### config.mk
export PLATFORM = sky130hd
export DESIGN_NAME = sync_framed_packet_parser_flat
export DESIGN_NICKNAME = d
export VERILOG_FILES = /design/src/sv/sfpp_pkg.sv /design/src/sv/sfpp_if.sv /design/src/sv/sync_framed_packet_parser.sv /design/src/flat_wrapper.sv
export VERILOG_INCLUDE_DIRS = /design/src /design/src/sv
export SDC_FILE = /design/constraint.sdc
export NUM_CORES = 1
export LEC_CHECK = 0
export BUFFER_PORTS_ARGS = -buffer_cell sky130_fd_sc_hd__buf_2
export CAP_MARGIN = 15
export CORE_MARGIN = 2
export CORE_UTILIZATION = 63
export CTS_BUF_LIST = sky130_fd_sc_hd__clkbuf_4 sky130_fd_sc_hd__clkbuf_8
export CTS_CLUSTER_SIZE = 28
export DETAILED_ROUTE_END_ITERATION = 16
export PLACE_DENSITY_LB_ADDON = 0.08
export SYNTH_ARGS = -nofsm -noshare
export SYNTH_HDL_FRONTEND = slang
export SYNTH_SLANG_ARGS = --single-unit
### constraint.sdc
create_clock -name i_clk -period 4.16 [get_ports i_clk]
set_input_delay 0.416 -clock i_clk [delete_from_list [all_inputs] [get_ports i_clk]]
set_output_delay 0.416 -clock i_clk [all_outputs]
set_load 0.02 [all_outputs]
### src/sv/sync_framed_packet_parser_macros.svh
// Assertion macros shared by the framed packet parser RTL.
`ifndef SYNC_FRAMED_PACKET_PARSER_MACROS_SVH
`define SYNC_FRAMED_PACKET_PARSER_MACROS_SVH

// Same-cycle implication, checked outside reset.
`define SFPP_ASSERT_NOW(label, clk, rst_n, ante, cons, msg) \
    label: assert property (@(posedge clk) disable iff (!(rst_n)) (ante) |-> (cons)) \
        else $error(msg);

// Next-cycle implication, checked outside reset.
`define SFPP_ASSERT_NEXT(label, clk, rst_n, ante, cons, msg) \
    label: assert property (@(posedge clk) disable iff (!(rst_n)) (ante) |=> (cons)) \
        else $error(msg);

`endif

### src/sv/sfpp_pkg.sv
// Types and constants of the framed packet parser.
package sfpp_pkg;

    // Fixed field widths of the two channels.
    localparam int unsigned DATA_W   = 8;
    localparam int unsigned STATUS_W = 3;
    localparam int unsigned OFFSET_W = 7;
    localparam int unsigned SLOT_W   = 2;
    localparam int unsigned LEN_W    = 16;

    // Command codes on the input channel.
    localparam logic CMD_BYTE    = 1'b0;
    localparam logic CMD_RESTART = 1'b1;

    // Sync pair that opens every frame.
    localparam logic [DATA_W-1:0] SYNC_CHAR1 = 8'hB5;
    localparam logic [DATA_W-1:0] SYNC_CHAR2 = 8'h62;

    // Parser phases, one-hot.
    typedef enum logic [7:0] {
        PH_SYNC1   = 8'b0000_0001,
        PH_SYNC2   = 8'b0000_0010,
        PH_CLASS   = 8'b0000_0100,
        PH_ID      = 8'b0000_1000,
        PH_LENGTH  = 8'b0001_0000,
        PH_PAYLOAD = 8'b0010_0000,
        PH_CHECK   = 8'b0100_0000,
        PH_DONE    = 8'b1000_0000
    } t_phase;

    // Status codes reported with each byte.
    typedef enum logic [STATUS_W-1:0] {
        ST_SYNCING  = 3'd0,
        ST_PREAMBLE = 3'd1,
        ST_PARSING  = 3'd2,
        ST_VALID    = 3'd3,
        ST_BADSUM   = 3'd4,
        ST_OVERFLOW = 3'd5
    } t_status;

    // One result item as held in the output stage.
    typedef struct packed {
        t_status               status;
        logic                  store_enable;
        logic [OFFSET_W-1:0]   store_offset;
        logic [DATA_W-1:0]     store_byte;
        logic [SLOT_W-1:0]     buffer_slot;
        logic [DATA_W-1:0]     message_class;
        logic [DATA_W-1:0]     message_id;
        logic [LEN_W-1:0]      payload_length;
    } t_result;

endpackage

### src/sv/sfpp_if.sv
// Valid/ready channel interfaces for the parser input and result streams.
interface sfpp_in_if;
    logic                          valid;
    logic                          ready;
    logic                          cmd;
    logic [sfpp_pkg::DATA_W-1:0]   data_byte;

    modport source (output valid, output cmd, output data_byte, input ready);
    modport sink   (input valid, input cmd, input data_byte, output ready);
endinterface

interface sfpp_out_if;
    logic                            valid;
    logic                            ready;
    logic [sfpp_pkg::STATUS_W-1:0]   status;
    logic                            store_enable;
    logic [sfpp_pkg::OFFSET_W-1:0]   store_offset;
    logic [sfpp_pkg::DATA_W-1:0]     store_byte;
    logic [sfpp_pkg::SLOT_W-1:0]     buffer_slot;
    logic [sfpp_pkg::DATA_W-1:0]     message_class;
    logic [sfpp_pkg::DATA_W-1:0]     message_id;
    logic [sfpp_pkg::LEN_W-1:0]      payload_length;

    modport source (
        output valid, output status, output store_enable, output store_offset,
        output store_byte, output buffer_slot, output message_class,
        output message_id, output payload_length, input ready
    );
    modport sink (
        input valid, input status, input store_enable, input store_offset,
        input store_byte, input buffer_slot, input message_class,
        input message_id, input payload_length, output ready
    );
endinterface

### src/sv/sync_framed_packet_parser.sv
// Top level of the sync-framed packet parser with its Fletcher-8 check.

// The parser takes one received byte or a restart command per input transfer and returns
// exactly one result transfer for each, giving the byte's status, where it goes in the
// current frame buffer slot, and the class, id and length held for the frame. Every item
// is finished in the cycle it is accepted: the phase machine, running checksum and write
// position update at that edge, so one item per clock is sustained while input is ready;
// results are registered. A two-entry output stage (result register plus skid register)
// takes one further transfer after the result side stalls, so the input stops only when
// both are full and resumes in the cycle after the held result leaves; input ready
// depends only on the skid register being free. No clearing pass follows reset.
module sync_framed_packet_parser #(
    parameter int unsigned FRAME_BYTES = 128,
    parameter int unsigned FRAME_SLOTS = 4
) (
    input  logic        i_clk,
    input  logic        i_rst_n,
    sfpp_in_if.sink     i_in,
    sfpp_out_if.source  o_out
);

    `include "sync_framed_packet_parser_macros.svh"

    localparam int unsigned PW = $clog2(FRAME_BYTES + 1);
    localparam int unsigned SW = (FRAME_SLOTS > 1) ? $clog2(FRAME_SLOTS) : 1;
    localparam logic [PW-1:0] POS_FULL  = PW'(FRAME_BYTES);
    localparam logic [SW-1:0] SLOT_LAST = SW'(FRAME_SLOTS - 1);

    // Parser state.
    sfpp_pkg::t_phase                 r_phase,   n_phase;
    logic [sfpp_pkg::LEN_W-1:0]       r_left,    n_left;
    logic [PW-1:0]                    r_pos,     n_pos;
    logic [sfpp_pkg::DATA_W-1:0]      r_sum_a,   n_sum_a;
    logic [sfpp_pkg::DATA_W-1:0]      r_sum_b,   n_sum_b;
    logic [sfpp_pkg::DATA_W-1:0]      r_ck_a,    n_ck_a;
    logic [sfpp_pkg::DATA_W-1:0]      r_class,   n_class;
    logic [sfpp_pkg::DATA_W-1:0]      r_id,      n_id;
    logic [sfpp_pkg::LEN_W-1:0]       r_len,     n_len;
    logic [SW-1:0]                    r_slot,    n_slot;

    // Output stage.
    sfpp_pkg::t_result                r_out,  r_skid, res;
    logic                             r_out_valid, r_skid_valid;

    logic                             accept, out_fire, store;
    logic [sfpp_pkg::DATA_W-1:0]      b, add_a, add_b;
    logic [sfpp_pkg::LEN_W-1:0]       len_full, left_dec;
    logic [PW-1:0]                    offset;
    logic [PW+sfpp_pkg::OFFSET_W-1:0] offset_ext;
    logic [SW+sfpp_pkg::SLOT_W-1:0]   slot_ext;
    sfpp_pkg::t_status                status;

    // Conditions used by the checks at the end.
    logic                             restart_in, parser_clear, out_store, store_ok;
    logic                             in_payload;

    assign accept   = i_in.valid & i_in.ready;
    assign out_fire = r_out_valid & o_out.ready;
    assign i_in.ready = ~r_skid_valid;

    // Running Fletcher-8 terms and length helpers for the current byte.
    assign b        = i_in.data_byte;
    assign add_a    = r_sum_a + b;
    assign add_b    = r_sum_b + add_a;
    assign len_full = {b, r_len[7:0]};
    assign left_dec = r_left - 16'd1;

    // Phase machine: next state and result for the byte on the input.
    always_comb begin
        n_phase = r_phase;
        n_left  = r_left;
        n_pos   = r_pos;
        n_sum_a = r_sum_a;
        n_sum_b = r_sum_b;
        n_ck_a  = r_ck_a;
        n_class = r_class;
        n_id    = r_id;
        n_len   = r_len;
        n_slot  = r_slot;
        store   = 1'b0;
        status  = sfpp_pkg::ST_SYNCING;
        offset  = r_pos;

        if (i_in.cmd == sfpp_pkg::CMD_RESTART) begin
            n_phase = sfpp_pkg::PH_SYNC1;
            n_left  = '0;
            n_pos   = '0;
            n_sum_a = '0;
            n_sum_b = '0;
            n_ck_a  = '0;
            n_class = '0;
            n_id    = '0;
            n_len   = '0;
            n_slot  = (r_slot == SLOT_LAST) ? '0 : r_slot + 1'b1;
            offset  = '0;
        end else if (r_pos >= POS_FULL || r_phase == sfpp_pkg::PH_DONE) begin
            status = sfpp_pkg::ST_OVERFLOW;
        end else begin
            case (r_phase)
                sfpp_pkg::PH_SYNC1: begin
                    if (b == sfpp_pkg::SYNC_CHAR1) begin
                        n_phase = sfpp_pkg::PH_SYNC2;
                        n_sum_a = '0;
                        n_sum_b = '0;
                        store   = 1'b1;
                        status  = sfpp_pkg::ST_PREAMBLE;
                    end
                end
                sfpp_pkg::PH_SYNC2: begin
                    if (b == sfpp_pkg::SYNC_CHAR2) begin
                        n_phase = sfpp_pkg::PH_CLASS;
                        store   = 1'b1;
                        status  = sfpp_pkg::ST_PREAMBLE;
                    end else begin
                        // A broken sync pair rewinds to the start of the slot.
                        n_phase = sfpp_pkg::PH_SYNC1;
                        n_pos   = '0;
                        offset  = '0;
                    end
                end
                sfpp_pkg::PH_CLASS: begin
                    n_class = b;
                    n_sum_a = add_a;
                    n_sum_b = add_b;
                    n_phase = sfpp_pkg::PH_ID;
                    store   = 1'b1;
                    status  = sfpp_pkg::ST_PARSING;
                end
                sfpp_pkg::PH_ID: begin
                    n_id    = b;
                    n_sum_a = add_a;
                    n_sum_b = add_b;
                    n_phase = sfpp_pkg::PH_LENGTH;
                    n_left  = 16'd2;
                    store   = 1'b1;
                    status  = sfpp_pkg::ST_PARSING;
                end
                sfpp_pkg::PH_LENGTH: begin
                    n_sum_a = add_a;
                    n_sum_b = add_b;
                    if (r_left == 16'd2) begin
                        n_len  = {8'd0, b};
                        n_left = 16'd1;
                    end else begin
                        n_len = len_full;
                        // An empty payload goes straight to the check bytes.
                        if (len_full == '0) begin
                            n_phase = sfpp_pkg::PH_CHECK;
                            n_left  = 16'd2;
                        end else begin
                            n_phase = sfpp_pkg::PH_PAYLOAD;
                            n_left  = len_full;
                        end
                    end
                    store  = 1'b1;
                    status = sfpp_pkg::ST_PARSING;
                end
                sfpp_pkg::PH_PAYLOAD: begin
                    n_sum_a = add_a;
                    n_sum_b = add_b;
                    n_left  = left_dec;
                    if (left_dec == '0) begin
                        n_phase = sfpp_pkg::PH_CHECK;
                        n_left  = 16'd2;
                    end
                    store  = 1'b1;
                    status = sfpp_pkg::ST_PARSING;
                end
                default: begin
                    // Check bytes: hold ckA, then compare both with the running sums.
                    store = 1'b1;
                    if (r_left == 16'd2) begin
                        n_ck_a = b;
                        n_left = 16'd1;
                        status = sfpp_pkg::ST_PARSING;
                    end else begin
                        status  = (r_ck_a == r_sum_a && b == r_sum_b) ?
                                  sfpp_pkg::ST_VALID : sfpp_pkg::ST_BADSUM;
                        n_phase = sfpp_pkg::PH_DONE;
                        n_left  = '0;
                    end
                end
            endcase
            if (store) begin
                n_pos = r_pos + 1'b1;
            end
        end
    end

    // Result item assembled from the updated state.
    assign offset_ext = {{sfpp_pkg::OFFSET_W{1'b0}}, offset};
    assign slot_ext   = {{sfpp_pkg::SLOT_W{1'b0}}, n_slot};

    always_comb begin
        res.status         = status;
        res.store_enable   = store;
        res.store_offset   = offset_ext[sfpp_pkg::OFFSET_W-1:0];
        res.store_byte     = store ? b : '0;
        res.buffer_slot    = slot_ext[sfpp_pkg::SLOT_W-1:0];
        res.message_class  = n_class;
        res.message_id     = n_id;
        res.payload_length = n_len;
    end

    // Parser state registers, updated on every accepted transfer.
    always_ff @(posedge i_clk) begin
        if (!i_rst_n) begin
            r_phase <= sfpp_pkg::PH_SYNC1;
            r_left  <= '0;
            r_pos   <= '0;
            r_sum_a <= '0;
            r_sum_b <= '0;
            r_ck_a  <= '0;
            r_class <= '0;
            r_id    <= '0;
            r_len   <= '0;
            r_slot  <= '0;
        end else if (accept) begin
            r_phase <= n_phase;
            r_left  <= n_left;
            r_pos   <= n_pos;
            r_sum_a <= n_sum_a;
            r_sum_b <= n_sum_b;
            r_ck_a  <= n_ck_a;
            r_class <= n_class;
            r_id    <= n_id;
            r_len   <= n_len;
            r_slot  <= n_slot;
        end
    end

    // Output stage control: the skid register catches a result while the output stalls.
    always_ff @(posedge i_clk) begin
        if (!i_rst_n) begin
            r_out_valid  <= 1'b0;
            r_skid_valid <= 1'b0;
        end else if (out_fire || !r_out_valid) begin
            if (r_skid_valid) begin
                r_out_valid  <= 1'b1;
                r_skid_valid <= 1'b0;
            end else begin
                r_out_valid <= accept;
            end
        end else if (accept) begin
            r_skid_valid <= 1'b1;
        end
    end

    // Output stage payload.
    always_ff @(posedge i_clk) begin
        if (out_fire || !r_out_valid) begin
            if (r_skid_valid) begin
                r_out <= r_skid;
            end else if (accept) begin
                r_out <= res;
            end
        end else if (accept) begin
            r_skid <= res;
        end
    end

    assign o_out.valid          = r_out_valid;
    assign o_out.status         = r_out.status;
    assign o_out.store_enable   = r_out.store_enable;
    assign o_out.store_offset   = r_out.store_offset;
    assign o_out.store_byte     = r_out.store_byte;
    assign o_out.buffer_slot    = r_out.buffer_slot;
    assign o_out.message_class  = r_out.message_class;
    assign o_out.message_id     = r_out.message_id;
    assign o_out.payload_length = r_out.payload_length;

    // Terms for the checks below.
    assign restart_in   = accept && (i_in.cmd == sfpp_pkg::CMD_RESTART);
    assign parser_clear = (r_phase == sfpp_pkg::PH_SYNC1) && (r_pos == '0);
    assign out_store    = o_out.valid && o_out.store_enable;
    assign store_ok     = (o_out.status != sfpp_pkg::ST_SYNCING) &&
                          (o_out.status != sfpp_pkg::ST_OVERFLOW);
    assign in_payload   = (r_phase == sfpp_pkg::PH_PAYLOAD);

    // The skid register is only ever filled behind a held result.
    `SFPP_ASSERT_NOW(a_skid_behind_out, i_clk, i_rst_n, r_skid_valid, r_out_valid, "orphan skid")
    // A stored byte is never reported as hunting or overflow.
    `SFPP_ASSERT_NOW(a_store_status, i_clk, i_rst_n, out_store, store_ok, "store status")
    // A restart leaves the parser hunting at the start of the slot.
    `SFPP_ASSERT_NEXT(a_restart_clears, i_clk, i_rst_n, restart_in, parser_clear, "restart failed")
    // The write position never runs past the end of the buffer slot.
    `SFPP_ASSERT_NOW(a_pos_bound, i_clk, i_rst_n, 1'b1, r_pos <= POS_FULL, "position overrun")
    // While in the payload there is always at least one byte still to come.
    `SFPP_ASSERT_NOW(a_payload_left, i_clk, i_rst_n, in_payload, r_left != '0, "no bytes left")

endmodule

### src/flat_wrapper.sv
// flat-port wrapper written by rule: the top's interface ports become plain ports
module sync_framed_packet_parser_flat 
#(
    parameter int unsigned FRAME_BYTES = 128,
    parameter int unsigned FRAME_SLOTS = 4
)
  (i_clk, i_rst_n, i_in_valid, i_in_cmd, i_in_data_byte, i_in_ready, o_out_valid, o_out_status, o_out_store_enable, o_out_store_offset, o_out_store_byte, o_out_buffer_slot, o_out_message_class, o_out_message_id, o_out_payload_length, o_out_ready);
  sfpp_in_if i_in_i ();
  sfpp_out_if o_out_i ();
  input  logic i_clk;
  input  logic i_rst_n;
  input wire logic [$bits(i_in_i.valid)-1:0] i_in_valid;
  input wire logic [$bits(i_in_i.cmd)-1:0] i_in_cmd;
  input wire logic [$bits(i_in_i.data_byte)-1:0] i_in_data_byte;
  output wire logic [$bits(i_in_i.ready)-1:0] i_in_ready;
  output wire logic [$bits(o_out_i.valid)-1:0] o_out_valid;
  output wire logic [$bits(o_out_i.status)-1:0] o_out_status;
  output wire logic [$bits(o_out_i.store_enable)-1:0] o_out_store_enable;
  output wire logic [$bits(o_out_i.store_offset)-1:0] o_out_store_offset;
  output wire logic [$bits(o_out_i.store_byte)-1:0] o_out_store_byte;
  output wire logic [$bits(o_out_i.buffer_slot)-1:0] o_out_buffer_slot;
  output wire logic [$bits(o_out_i.message_class)-1:0] o_out_message_class;
  output wire logic [$bits(o_out_i.message_id)-1:0] o_out_message_id;
  output wire logic [$bits(o_out_i.payload_length)-1:0] o_out_payload_length;
  input wire logic [$bits(o_out_i.ready)-1:0] o_out_ready;
  assign i_in_i.valid = i_in_valid;
  assign i_in_i.cmd = i_in_cmd;
  assign i_in_i.data_byte = i_in_data_byte;
  assign i_in_ready = i_in_i.ready;
  assign o_out_valid = o_out_i.valid;
  assign o_out_status = o_out_i.status;
  assign o_out_store_enable = o_out_i.store_enable;
  assign o_out_store_offset = o_out_i.store_offset;
  assign o_out_store_byte = o_out_i.store_byte;
  assign o_out_buffer_slot = o_out_i.buffer_slot;
  assign o_out_message_class = o_out_i.message_class;
  assign o_out_message_id = o_out_i.message_id;
  assign o_out_payload_length = o_out_i.payload_length;
  assign o_out_i.ready = o_out_ready;
  sync_framed_packet_parser #(.FRAME_BYTES(FRAME_BYTES), .FRAME_SLOTS(FRAME_SLOTS)) u_core (.i_clk(i_clk), .i_rst_n(i_rst_n), .i_in(i_in_i), .o_out(o_out_i));
endmodule
==> results.cfg, run 1 <==
[clock_tree]
h-tree-depth = 4
postCtsSetupBuffers = 0
tritoncts = yes
ctsRootBufferMaster = clkbuf_8
holdBufCountCts = 0
cts_sinks = 198
numCtsBuffers = 17
clk_pin_slew_worst_paths_ns = 0.11
post_cts_resized = 0
cts_buffer_depth = 2
clk_latency_ns = 0.48

[timing]
worst_pin_slew_ns = 1.00
period_share_pct = 74.7
slew_headroom_pct = 33.1
setup_tns_ns = 0
period_needed_ns = 3.11
setup_viol = 0
slew_violations = 0
clock_skew_ns = 0.0147
rsz0062_at_grt = false
finalHoldViolCount = 0
fmax_mhz = 322

[detailed_routing]
remaining_drc_errors = 0
drtIter0Drc = 647
ant_nets = 0
vias = 7366
vias_per_cell = 5.96
firstDrtPassIters = 4
drt-total-wl_um = 21800
avgRoutedWirePerCell_um = 17.7

[final_layout]
multiInputGateArea_mm2 = 0.00458
nNetsFinal = 1046
antenna_cells = 0
fillCellCount = 1222
drive_above_1_share_pct = 16.0
fin_area_mm2 = 0.0108
regArea_mm2 = 0.00503
syn_to_final_growth_pct = 8.28

[global_route]
antenna_found_initial = 0
grt_max_degree = 52
grt_first_pass_wirelength_um = 35300
grt_use_total_pct = 27.0
grt_pass1_vias = 6765
overflow = 0

[logic_synthesis]
yosys_warnings = 0
synth_top_family_by_area = simple AND/OR/NAND/NOR gates
ys_ff_latch = 198
ys_types = 67
synth-xor-area-share_pct = 3.60
yosys.area_share.simple_pct = 19.8
ys_async_sr_fraction_pct = 0
synthAdderAreaFrac_pct = 2.79
ys_seq_area_share_pct = 50.4
syn-num-nets = 1011
syn_inst = 977
synth-main-ff-cell = edfxtp_1
muxShareOfSynthArea_pct = 5.57
syn_area_per_cell_um2 = 10.2
synth_compound_area_share_pct = 14.0
synth_area_mm2 = 0.00997
synth-edff-count = 106

[floorplanning]
num_io_pins = 68
die_x_um = 130
core-area_mm2 = 0.0153
row_count = 45
design.die.area_mm2 = 0.0168
initial_utilization_pct = 65.1
die_height_um = 130

[worst_setup_path]
critical_path.cell_chain = or4_1, nor3_1, nand4b_1, nand3_1, o21ai_0, a211oi_1, mux2_2
cp.arrival_ns = 3.45
required_ns = 4.51
critPathLaunchType = register
cp_max_fo = 11
endpoint_kind = register
crit_family = simple AND/OR/NAND/NOR gates
critPathSlowestCell = or4_1
criticalPathCategory = reg -> reg
crit_buf_inv = 0
slowest_delay_ns = 0.61

[placed_design]
hpwl_um = 14400
placed_cell_area_mm2 = 0.0104
routabilityCongestion = 0.925
io_buffers = 67

[power]
cellPowerDensity_mw_per_mm2 = 338
irDropWorstVdd_v = 0.000189
report.power.total_mw = 3.64
p_leak_nw = 4.04

[min_path]
hp-class = in -> reg

[outcome]
status = finished, final reports clean

[flow_run]
drv_cap = 0
-- layout make-up --
| cell class | count | share of cell area, % |
|---|---|---|
| Sequential cell | 198 | 46.6 |
| Multi-Input combinational cell | 686 | 42.5 |
| Timing Repair Buffer | 81 | 4.08 |
| Tap cell | 211 | 2.45 |
| Clock buffer | 18 | 2.24 |
| Clock inverter | 14 | 1.25 |
| Inverter | 28 | 0.973 |
-- cells in the mapped netlist (6+ instances only) --
library cell / n / area share [%]
nor2_1: 59 / 2.2
or3_1: 9 / 0.56
nor3_1: 16 / 0.80
and2_1: 32 / 2.0
inv_1: 28 / 1.1
o31ai_1: 26 / 2.0
nand3_1: 19 / 0.95
xor2_1: 7 / 0.61
o21ai_0: 36 / 1.8
nand4_1: 9 / 0.56
or4_1: 10 / 0.75
or2_2: 11 / 0.69
a21boi_0: 32 / 2.4
clkbuf_1: 48 / 1.8
xnor2_1: 34 / 3.0
dfxtp_1: 92 / 18
a31oi_1: 12 / 0.75
nor2b_1: 58 / 3.6
edfxtp_1: 106 / 32
a22o_1: 8 / 0.70
buf_2: 10 / 0.50
nand2b_1: 9 / 0.56
a22oi_1: 22 / 1.7
mux2i_1: 33 / 3.3
nand2_1: 113 / 4.3
mux2_2: 20 / 2.3
a21oi_1: 15 / 0.75
ha_1: 19 / 2.4
a32oi_1: 6 / 0.53
-- path summary, 6_finish.rpt --
kind	startpoint	end	slack (ns)	cells past startpoint
max	u_core.r_left[10]$_SDFFE_PN0P_	u_core.o_out.status[1]$_DFFE_PP_	1.05	7
min	i_in_valid	u_core.r_skid_valid$_SDFFE_PP0P_	0.33	3
max reg2reg	u_core.r_left[10]$_SDFFE_PN0P_	u_core.o_out.status[1]$_DFFE_PP_	1.05	7
min reg2reg	u_core.r_class[1]$_SDFFE_PN0P_	u_core.r_class[1]$_SDFFE_PN0P_	0.47	2
-- cell usage in the layout (no fill, tap or decap), types with 5 or more instances in the layout --
master	n
edfxtp_1	106
a22oi_1	22
mux2i_1	33
or2_2	11
nor4_1	5
nand2b_1	9
and3_1	5
nor3_1	16
o211ai_1	5
a22o_1	8
or4_1	10
clkbuf_8	17
and2_1	32
inv_1	28
mux2_2	20
dfxtp_1	91
nand4_1	9
nand2_1	113
a32oi_1	6
nor2b_1	58
xnor2_1	34
nand3_1	19
or3_1	9
ha_1	19
buf_2	67
xor2_1	7
a21boi_0	32
a21oi_1	15
nor2_1	58
a31oi_1	12
o31ai_1	26
buf_4	14
o21ai_0	36
-- sequential cells by signal (all words and copies together), names as in the netlist, 16 cells and up --
name                         flops
u_core.r_left                   16
u_core.r_len                    16
u_core.o_out.payload_length     16
u_core.r_skid                   53
-- report_power, final --
part | leakage, nW | internal, mW | switching, mW | total (mW)
clock | 0.180 | 0.448 | 0.737 | 1.18
combinational | 2.09 | 0.103 | 0.230 | 0.333
sequential | 1.77 | 2.11 | 0.0201 | 2.13
total | 4.04 | 2.66 | 0.987 | 3.64
-- worst reg2reg max path, cell delays in order (launching register included) --
cell,delay [ns]
dfxtp_1,0.37
or4_1,0.61
nor3_1,0.27
nand4b_1,0.51
nand3_1,0.21
o21ai_0,0.20
a211oi_1,0.56
mux2_2,0.25
-- cell families after synthesis --
family	count (synthesis)
simple gates	376
flops	198
compound gates	195
buf+inv	93
mux	53
xor+xnor	41
fa+ha+maj	21
-- stage by stage --
stage	setup slack, ns	hold WS, ns	std cells	utilization [%]
finish	1.05	0.325	1236	70.5
global placement	0.794	0.448	1204	68.0
floorplan	0.519	0.440	977	-
global route	0.796	0.332	1236	70.5
detailed placement	0.718	0.458	1204	68.0
CTS	1.07	0.309	1236	70.5
-- routing by layer --
metal  track usage (%)  share of wire, %
met1              39.0                47
met5                 0                 0
met2              41.9                46
met3              4.67               5.8
met4              8.48               1.5
Power figures use the tool's default switching activity.
==> inputs of run 2 (changes only) <==
--- a/config.mk
+++ b/config.mk
@@ -6,10 +6,11 @@
 export SDC_FILE = /design/constraint.sdc
 export NUM_CORES = 1
 export LEC_CHECK = 0
+export ABC_AREA = 1
 export BUFFER_PORTS_ARGS = -buffer_cell sky130_fd_sc_hd__buf_2
 export CAP_MARGIN = 15
 export CORE_MARGIN = 2
-export CORE_UTILIZATION = 63
+export CORE_UTILIZATION = 57
 export CTS_BUF_LIST = sky130_fd_sc_hd__clkbuf_4 sky130_fd_sc_hd__clkbuf_8
 export CTS_CLUSTER_SIZE = 28
 export DETAILED_ROUTE_END_ITERATION = 16
==> constraint.sdc (replaced) <==
create_clock -name i_clk -period 2.7 [get_ports i_clk]
set_input_delay 0.27 -clock i_clk [delete_from_list [all_inputs] [get_ports i_clk]]
set_output_delay 0.27 -clock i_clk [all_outputs]
set_load 0.02 [all_outputs]
==> results.cfg, run 2 <==
[detailed_routing]
drtIter0Drc = 779
ant_nets = 0
firstDrtPassIters = 5
avgRoutedWirePerCell_um = 16.0
vias_per_cell = 5.50
drt-total-wl_um = 24300
vias = 8359
remaining_drc_errors = 0

[global_route]
grt_first_pass_wirelength_um = 38300
use_met2_pct = 39.0
grtUsageMet3_pct = 3.41
grt_busiest_layer = met1
grt_max_degree = 81
overflow = 0
grt_pass1_vias = 7416
grt_use_total_pct = 26.4
antenna_found_initial = 0
met1_usage_pct = 40.2

[placed_design]
routabilityCongestion = 0.922
hpwl_um = 17000
place_inst = 1486
place_ws_ns = -0.124
io_buffers = 67

[logic_synthesis]
yosysMostFrequentCell = nand2_1
ys_ff_latch = 198
ys_types = 55
syn_inst = 1214
yosys_warnings = 0
synth-main-ff-cell = edfxtp_1
synth_top_cells_by_count = nand2_1 (284), nor2_1 (143), o21ai_0 (122), inv_1 (113), edfxtp_1 (106)
synth_top_area_cell = edfxtp_1
synthTopCellsByArea = edfxtp_1 (32%), dfxtp_1 (18%), nand2_1 (11%)
ys_async_sr_fraction_pct = 0
synth_area_mm2 = 0.0100
syn_area_per_cell_um2 = 8.27
synth_top_cell_area_share_pct = 31.7
ys_seq_area_share_pct = 50.0
synth-edff-count = 106
syn-num-nets = 1248

[worst_setup_path]
critical_path.cell_chain = ha_4, inv_2, fa_2, nor2_1, o21ai_1, nand2_1, nand2_1, nand2_1, a21oi_2, xnor2_1, ha_1, a21oi_2, o21ai_2, a21oi_2, or2_4, nand3_2, a21oi_2
timing.rr.end = u_core.r_sum_b[7]$_SDFFE_PN0P_
critPathLaunchType = register
crit_buf_inv = 1
endpoint_kind = register
crit_family = adder cells
critPathSlowestCell = fa_2
cp_max_fo = 3
required_ns = 3.11
criticalPathCategory = reg -> reg
rrSetupSlack_ns = 0.07
timing.rr.start = u_core.r_sum_a[0]$_SDFFE_PN0P_
crit_path_frequent_cell = a21oi_2
cp.arrival_ns = 3.04
slowest_delay_ns = 0.38
r2r_cells = 17

[outcome]
status = finished, final reports clean

[clock_tree]
tritoncts = yes
clk_pin_slew_worst_paths_ns = 0.11
cts_sinks = 198
holdBufCountCts = 0
numCtsBuffers = 17
cts_buffer_depth = 2
h-tree-depth = 4
ctsRootBufferMaster = clkbuf_8
clk_latency_ns = 0.48

[final_layout]
drive_above_1_share_pct = 17.2
largest_register = u_core.r_skid
largest_register_ffs = 53
antenna_cells = 0
final_common_cell = nand2_1
fin_cells = 1519
final_cell_mix = nand2_1 (282), nor2_1 (139), o21ai_0 (119)
syn_to_final_growth_pct = 11.5
nNetsFinal = 1315

[timing]
period_share_pct = 97.4
slew_violations = 0
setup_viol = 0
worst_pin_slew_ns = 0.870
slew_headroom_pct = 41.6
fin_ws_ns = 0.0712
finalHoldViolCount = 0
fmax_mhz = 380
clock_skew_ns = 0.0126
period_needed_ns = 2.63
rsz0062_at_grt = true
setup_tns_ns = 0

[floorplanning]
row_count = 48
die_height_um = 137
initial_utilization_pct = 58.3
core-area_mm2 = 0.0172
die_x_um = 137
num_io_pins = 68
design.die.area_mm2 = 0.0187

[power]
report.power.total_mw = 6.33
p_leak_nw = 4.68
irDropWorstVdd_v = 0.000348
cellPowerDensity_mw_per_mm2 = 566

[min_path]
hold_start = i_in_valid
min_to = u_core.o_out.valid$_SDFFE_PN0P_
holdPathStages = 3
hp-class = in -> reg

[flow_run]
drv_cap = 0
run 2: cell families after synthesis:
family	Yosys count	share of synthesized area, %
simple gates	551	25.1
compound gates	245	13.0
buf+inv	175	6.98
xor+xnor	24	2.09
fa+ha+maj	21	2.77
flops	198	50.0
run 2: cell type report:
| class | count | area, um2 |
|---|---|---|
| Sequential cell | 198 | 5030 |
| Timing Repair Buffer | 93 | 543 |
| Tap cell | 225 | 282 |
| Inverter | 130 | 493 |
| Fill cell | 1504 | 6040 |
| Clock buffer | 18 | 241 |
| Multi-Input combinational cell | 841 | 4430 |
| Clock inverter | 14 | 180 |
run 2: how the worst max path moves through the flow:
stage / slack, ns / cells after the start / start / endpoint
6_report: 0.07 / 17 / u_core.r_sum_a[0]$_SDFFE_PN0P_ / u_core.r_sum_b[7]$_SDFFE_PN0P_
5_1_grt: -0.06 / 17 / u_core.r_sum_a[0]$_SDFFE_PN0P_ / u_core.r_sum_b[7]$_SDFFE_PN0P_
4_1_cts: 0.02 / 17 / u_core.r_sum_a[0]$_SDFFE_PN0P_ / u_core.r_sum_b[7]$_SDFFE_PN0P_
3_5_place_dp: -0.12 / 18 / i_in_data_byte[0] / u_core.r_sum_b[7]$_SDFFE_PN0P_
3_3_place_gp: -0.07 / 18 / i_in_data_byte[0] / u_core.r_sum_b[7]$_SDFFE_PN0P_
2_1_floorplan: 0.006 / 4 / u_core.r_skid_valid$_SDFFE_PP0P_ / u_core.o_out.buffer_slot[0]$_DFFE_PP_
run 2: tightest hold or removal path, cell delays in order:
cell     delay (ns)
buf_2          0.10
nor2_1         0.08
a21oi_1        0.14
run 2: what timing repair did:
item / CTS / global route
pin swaps: 1 / 10
cloned: 0 / 0
setup buffers: 0 / 1
setup endpoints to repair: 1 / 2
resized for setup: 3 / 20
run 2: power by group:
| group | switching (mW) | internal (mW) |
|---|---|---|
| registers | 0.0754 | 3.35 |
| logic | 0.670 | 0.284 |
| clock network | 1.23 | 0.730 |
run 2: through the flow:
step / area [um2] / util (%) / hold slack [ns]
2_1_floorplan: 10100 / - / 0.410
3_3_place_gp: 10700 / 61.9 / 0.471
3_5_place_dp: 10700 / 61.9 / 0.475
4_1_cts: 11100 / 64.4 / 0.134
5_1_grt: 11200 / 65.0 / 0.163
6_report: 11200 / 65.0 / 0.148
run 2: metal layers:
metal / wire length (um) / share of wire, %
met1: 11600 / 48
met2: 10600 / 44
met3: 1630 / 6.7
met4: 454 / 1.9
met5: 0 / 0
==> inputs of run 3 (changes only) <==
==> constraint.sdc (replaced) <==
create_clock -name i_clk -period 2.7 [get_ports i_clk]
set_input_delay 0.27 -clock i_clk [delete_from_list [all_inputs] [get_ports i_clk]]
set_output_delay 0.27 -clock i_clk [all_outputs]
set_load 0.005 [all_outputs]
==> results.cfg, run 3 (synthesis gave the netlist of run 2 again) <==
[outcome]
status = finished, final reports clean

[worst_setup_path]
endpoint_kind = register
timing.rr.start = u_core.r_sum_a[0]$_SDFFE_PN0P_
critPathLaunchType = register
required_ns = 3.13
slowest_delay_ns = 0.38
r2r_cells = 17
cp.arrival_ns = 3.02
timing.rr.end = u_core.r_sum_b[7]$_SDFFE_PN0P_
critPathSlowestCell = fa_2
cp_max_fo = 3
rrSetupSlack_ns = 0.11
critical_path.cell_chain = ha_4, inv_2, fa_2, nor2_2, o21ai_2, nand2_1, nand2_1, nand2_1, a21oi_2, xnor2_1, ha_1, a21oi_1, o21ai_1, a21oi_2, or2_4, nand3_2, a21oi_2
critPathLaunch = u_core.r_sum_a[0]$_SDFFE_PN0P_
criticalPathCategory = reg -> reg
crit_end = u_core.r_sum_b[7]$_SDFFE_PN0P_

[final_layout]
drive_above_1_share_pct = 17.4
fin_cells = 1522
syn_to_final_growth_pct = 12.0
largest_register_ffs = 53
final_common_cell = nand2_1
final_cell_mix = nand2_1 (283), nor2_1 (139), o21ai_0 (119)
antenna_cells = 0
nNetsFinal = 1318
utilization_pct = 65.2
fin_area_mm2 = 0.0112
largest_register = u_core.r_skid

[detailed_routing]
vias = 8324
drtIter0Drc = 784
ant_nets = 0
firstDrtPassIters = 5
drt-total-wl_um = 24700
avgRoutedWirePerCell_um = 16.2
vias_per_cell = 5.47
remaining_drc_errors = 0

[placed_design]
placed_cell_area_mm2 = 0.0107
place_inst = 1488
place_ws_ns = -0.0810
hpwl_um = 17300
io_buffers = 67
routabilityCongestion = 0.930

[clock_tree]
numCtsBuffers = 17
clk_latency_ns = 0.49
cts_sinks = 198
clk_pin_slew_worst_paths_ns = 0.11
ctsRootBufferMaster = clkbuf_8
tritoncts = yes
holdBufCountCts = 0
h-tree-depth = 4
cts_buffer_depth = 2

[floorplanning]
num_io_pins = 68
die_height_um = 137
design.die.area_mm2 = 0.0187
initial_utilization_pct = 58.3
die_x_um = 137
core-area_mm2 = 0.0172
row_count = 48

[timing]
rsz0062_at_grt = true
finalHoldViolCount = 0
period_share_pct = 96.0
fmax_mhz = 386
worst_pin_slew_ns = 0.854
slew_headroom_pct = 42.7
hold_slack_ns = 0.150
clock_skew_ns = 0.0193
slew_violations = 0
setup_viol = 0
period_needed_ns = 2.59
setup_tns_ns = 0
fin_ws_ns = 0.107

[flow_run]
drv_cap = 0

[power]
cellPowerDensity_mw_per_mm2 = 559
report.power.total_mw = 6.28
p_leak_nw = 4.71
irDropWorstVdd_v = 0.000310

[global_route]
grt_max_degree = 82
grt_pass1_vias = 7491
grt_use_total_pct = 27.3
antenna_found_initial = 0
grt_first_pass_wirelength_um = 39200
overflow = 0

[min_path]
hp-class = in -> reg
-- run 3: cell count changes in the layout (fill, tap and decap cells not counted), sizes merged --
| cell | change |
|---|---|
| buf | +3 |
-- run 3: worst max-delay path, delay by kind of cell (launching register included) --
kind            cells  cell delay, ns
fa+ha+maj           3            0.81
simple gates        6            0.50
buf+inv             1            0.04
flops               1            0.37
compound gates      6            0.62
xor+xnor            1            0.20
-- run 3: how the worst min path moves through the flow --
| stage | from | end | slack, ns | depth (start not counted) |
|---|---|---|---|---|
| after floorplan | i_in_data_byte[1] | u_core.r_ck_a[1]$_SDFFE_PN0P_ | 0.41 | 2 |
| after global routing | o_out_ready | u_core.r_skid_valid$_SDFFE_PP0P_ | 0.15 | 4 |
| after global placement | u_core.r_pos[5]$_SDFFE_PN0P_ | u_core.r_pos[5]$_SDFFE_PN0P_ | 0.47 | 2 |
| final | i_in_valid | u_core.o_out.valid$_SDFFE_PN0P_ | 0.15 | 3 |
| after CTS | i_in_valid | u_core.o_out.valid$_SDFFE_PN0P_ | 0.12 | 3 |
| after detailed placement | u_core.r_pos[5]$_SDFFE_PN0P_ | u_core.r_pos[5]$_SDFFE_PN0P_ | 0.48 | 2 |
-- run 3: repair_timing --
item                       4_1_cts  5_1_grt
buffers inserted                 1        2
gates resized for setup          2       22
setup endpoints to repair        1        4
pin swaps                        1       14
-- run 3: routing by layer --
| layer | track usage, % | vias up | routed length [um] | share of wire [%] |
|---|---|---|---|---|
| li1 | - | 4138 | - | - |
| met1 | 40.7 | 3873 | 11900 | 48 |
| met2 | 40.9 | 276 | 10900 | 44 |
| met3 | 4.52 | 37 | 1480 | 6.0 |
| met4 | 7.52 | 0 | 451 | 1.8 |
| met5 | 0 | - | 0 | 0 |
-- run 3: layout make-up --
class	instances	area, um2
Fill cell	1476	5990
Sequential cell	198	5030
Multi-Input combinational cell	841	4440
Timing Repair Buffer	96	578
Inverter	130	493
Tap cell	225	282
Clock buffer	18	248
Clock inverter	14	178
-- run 3: power breakdown --
group	switching, mW	internal, mW	total (mW)
registers	0.0778	3.34	3.42
clock network	1.23	0.744	1.97
logic	0.598	0.291	0.889
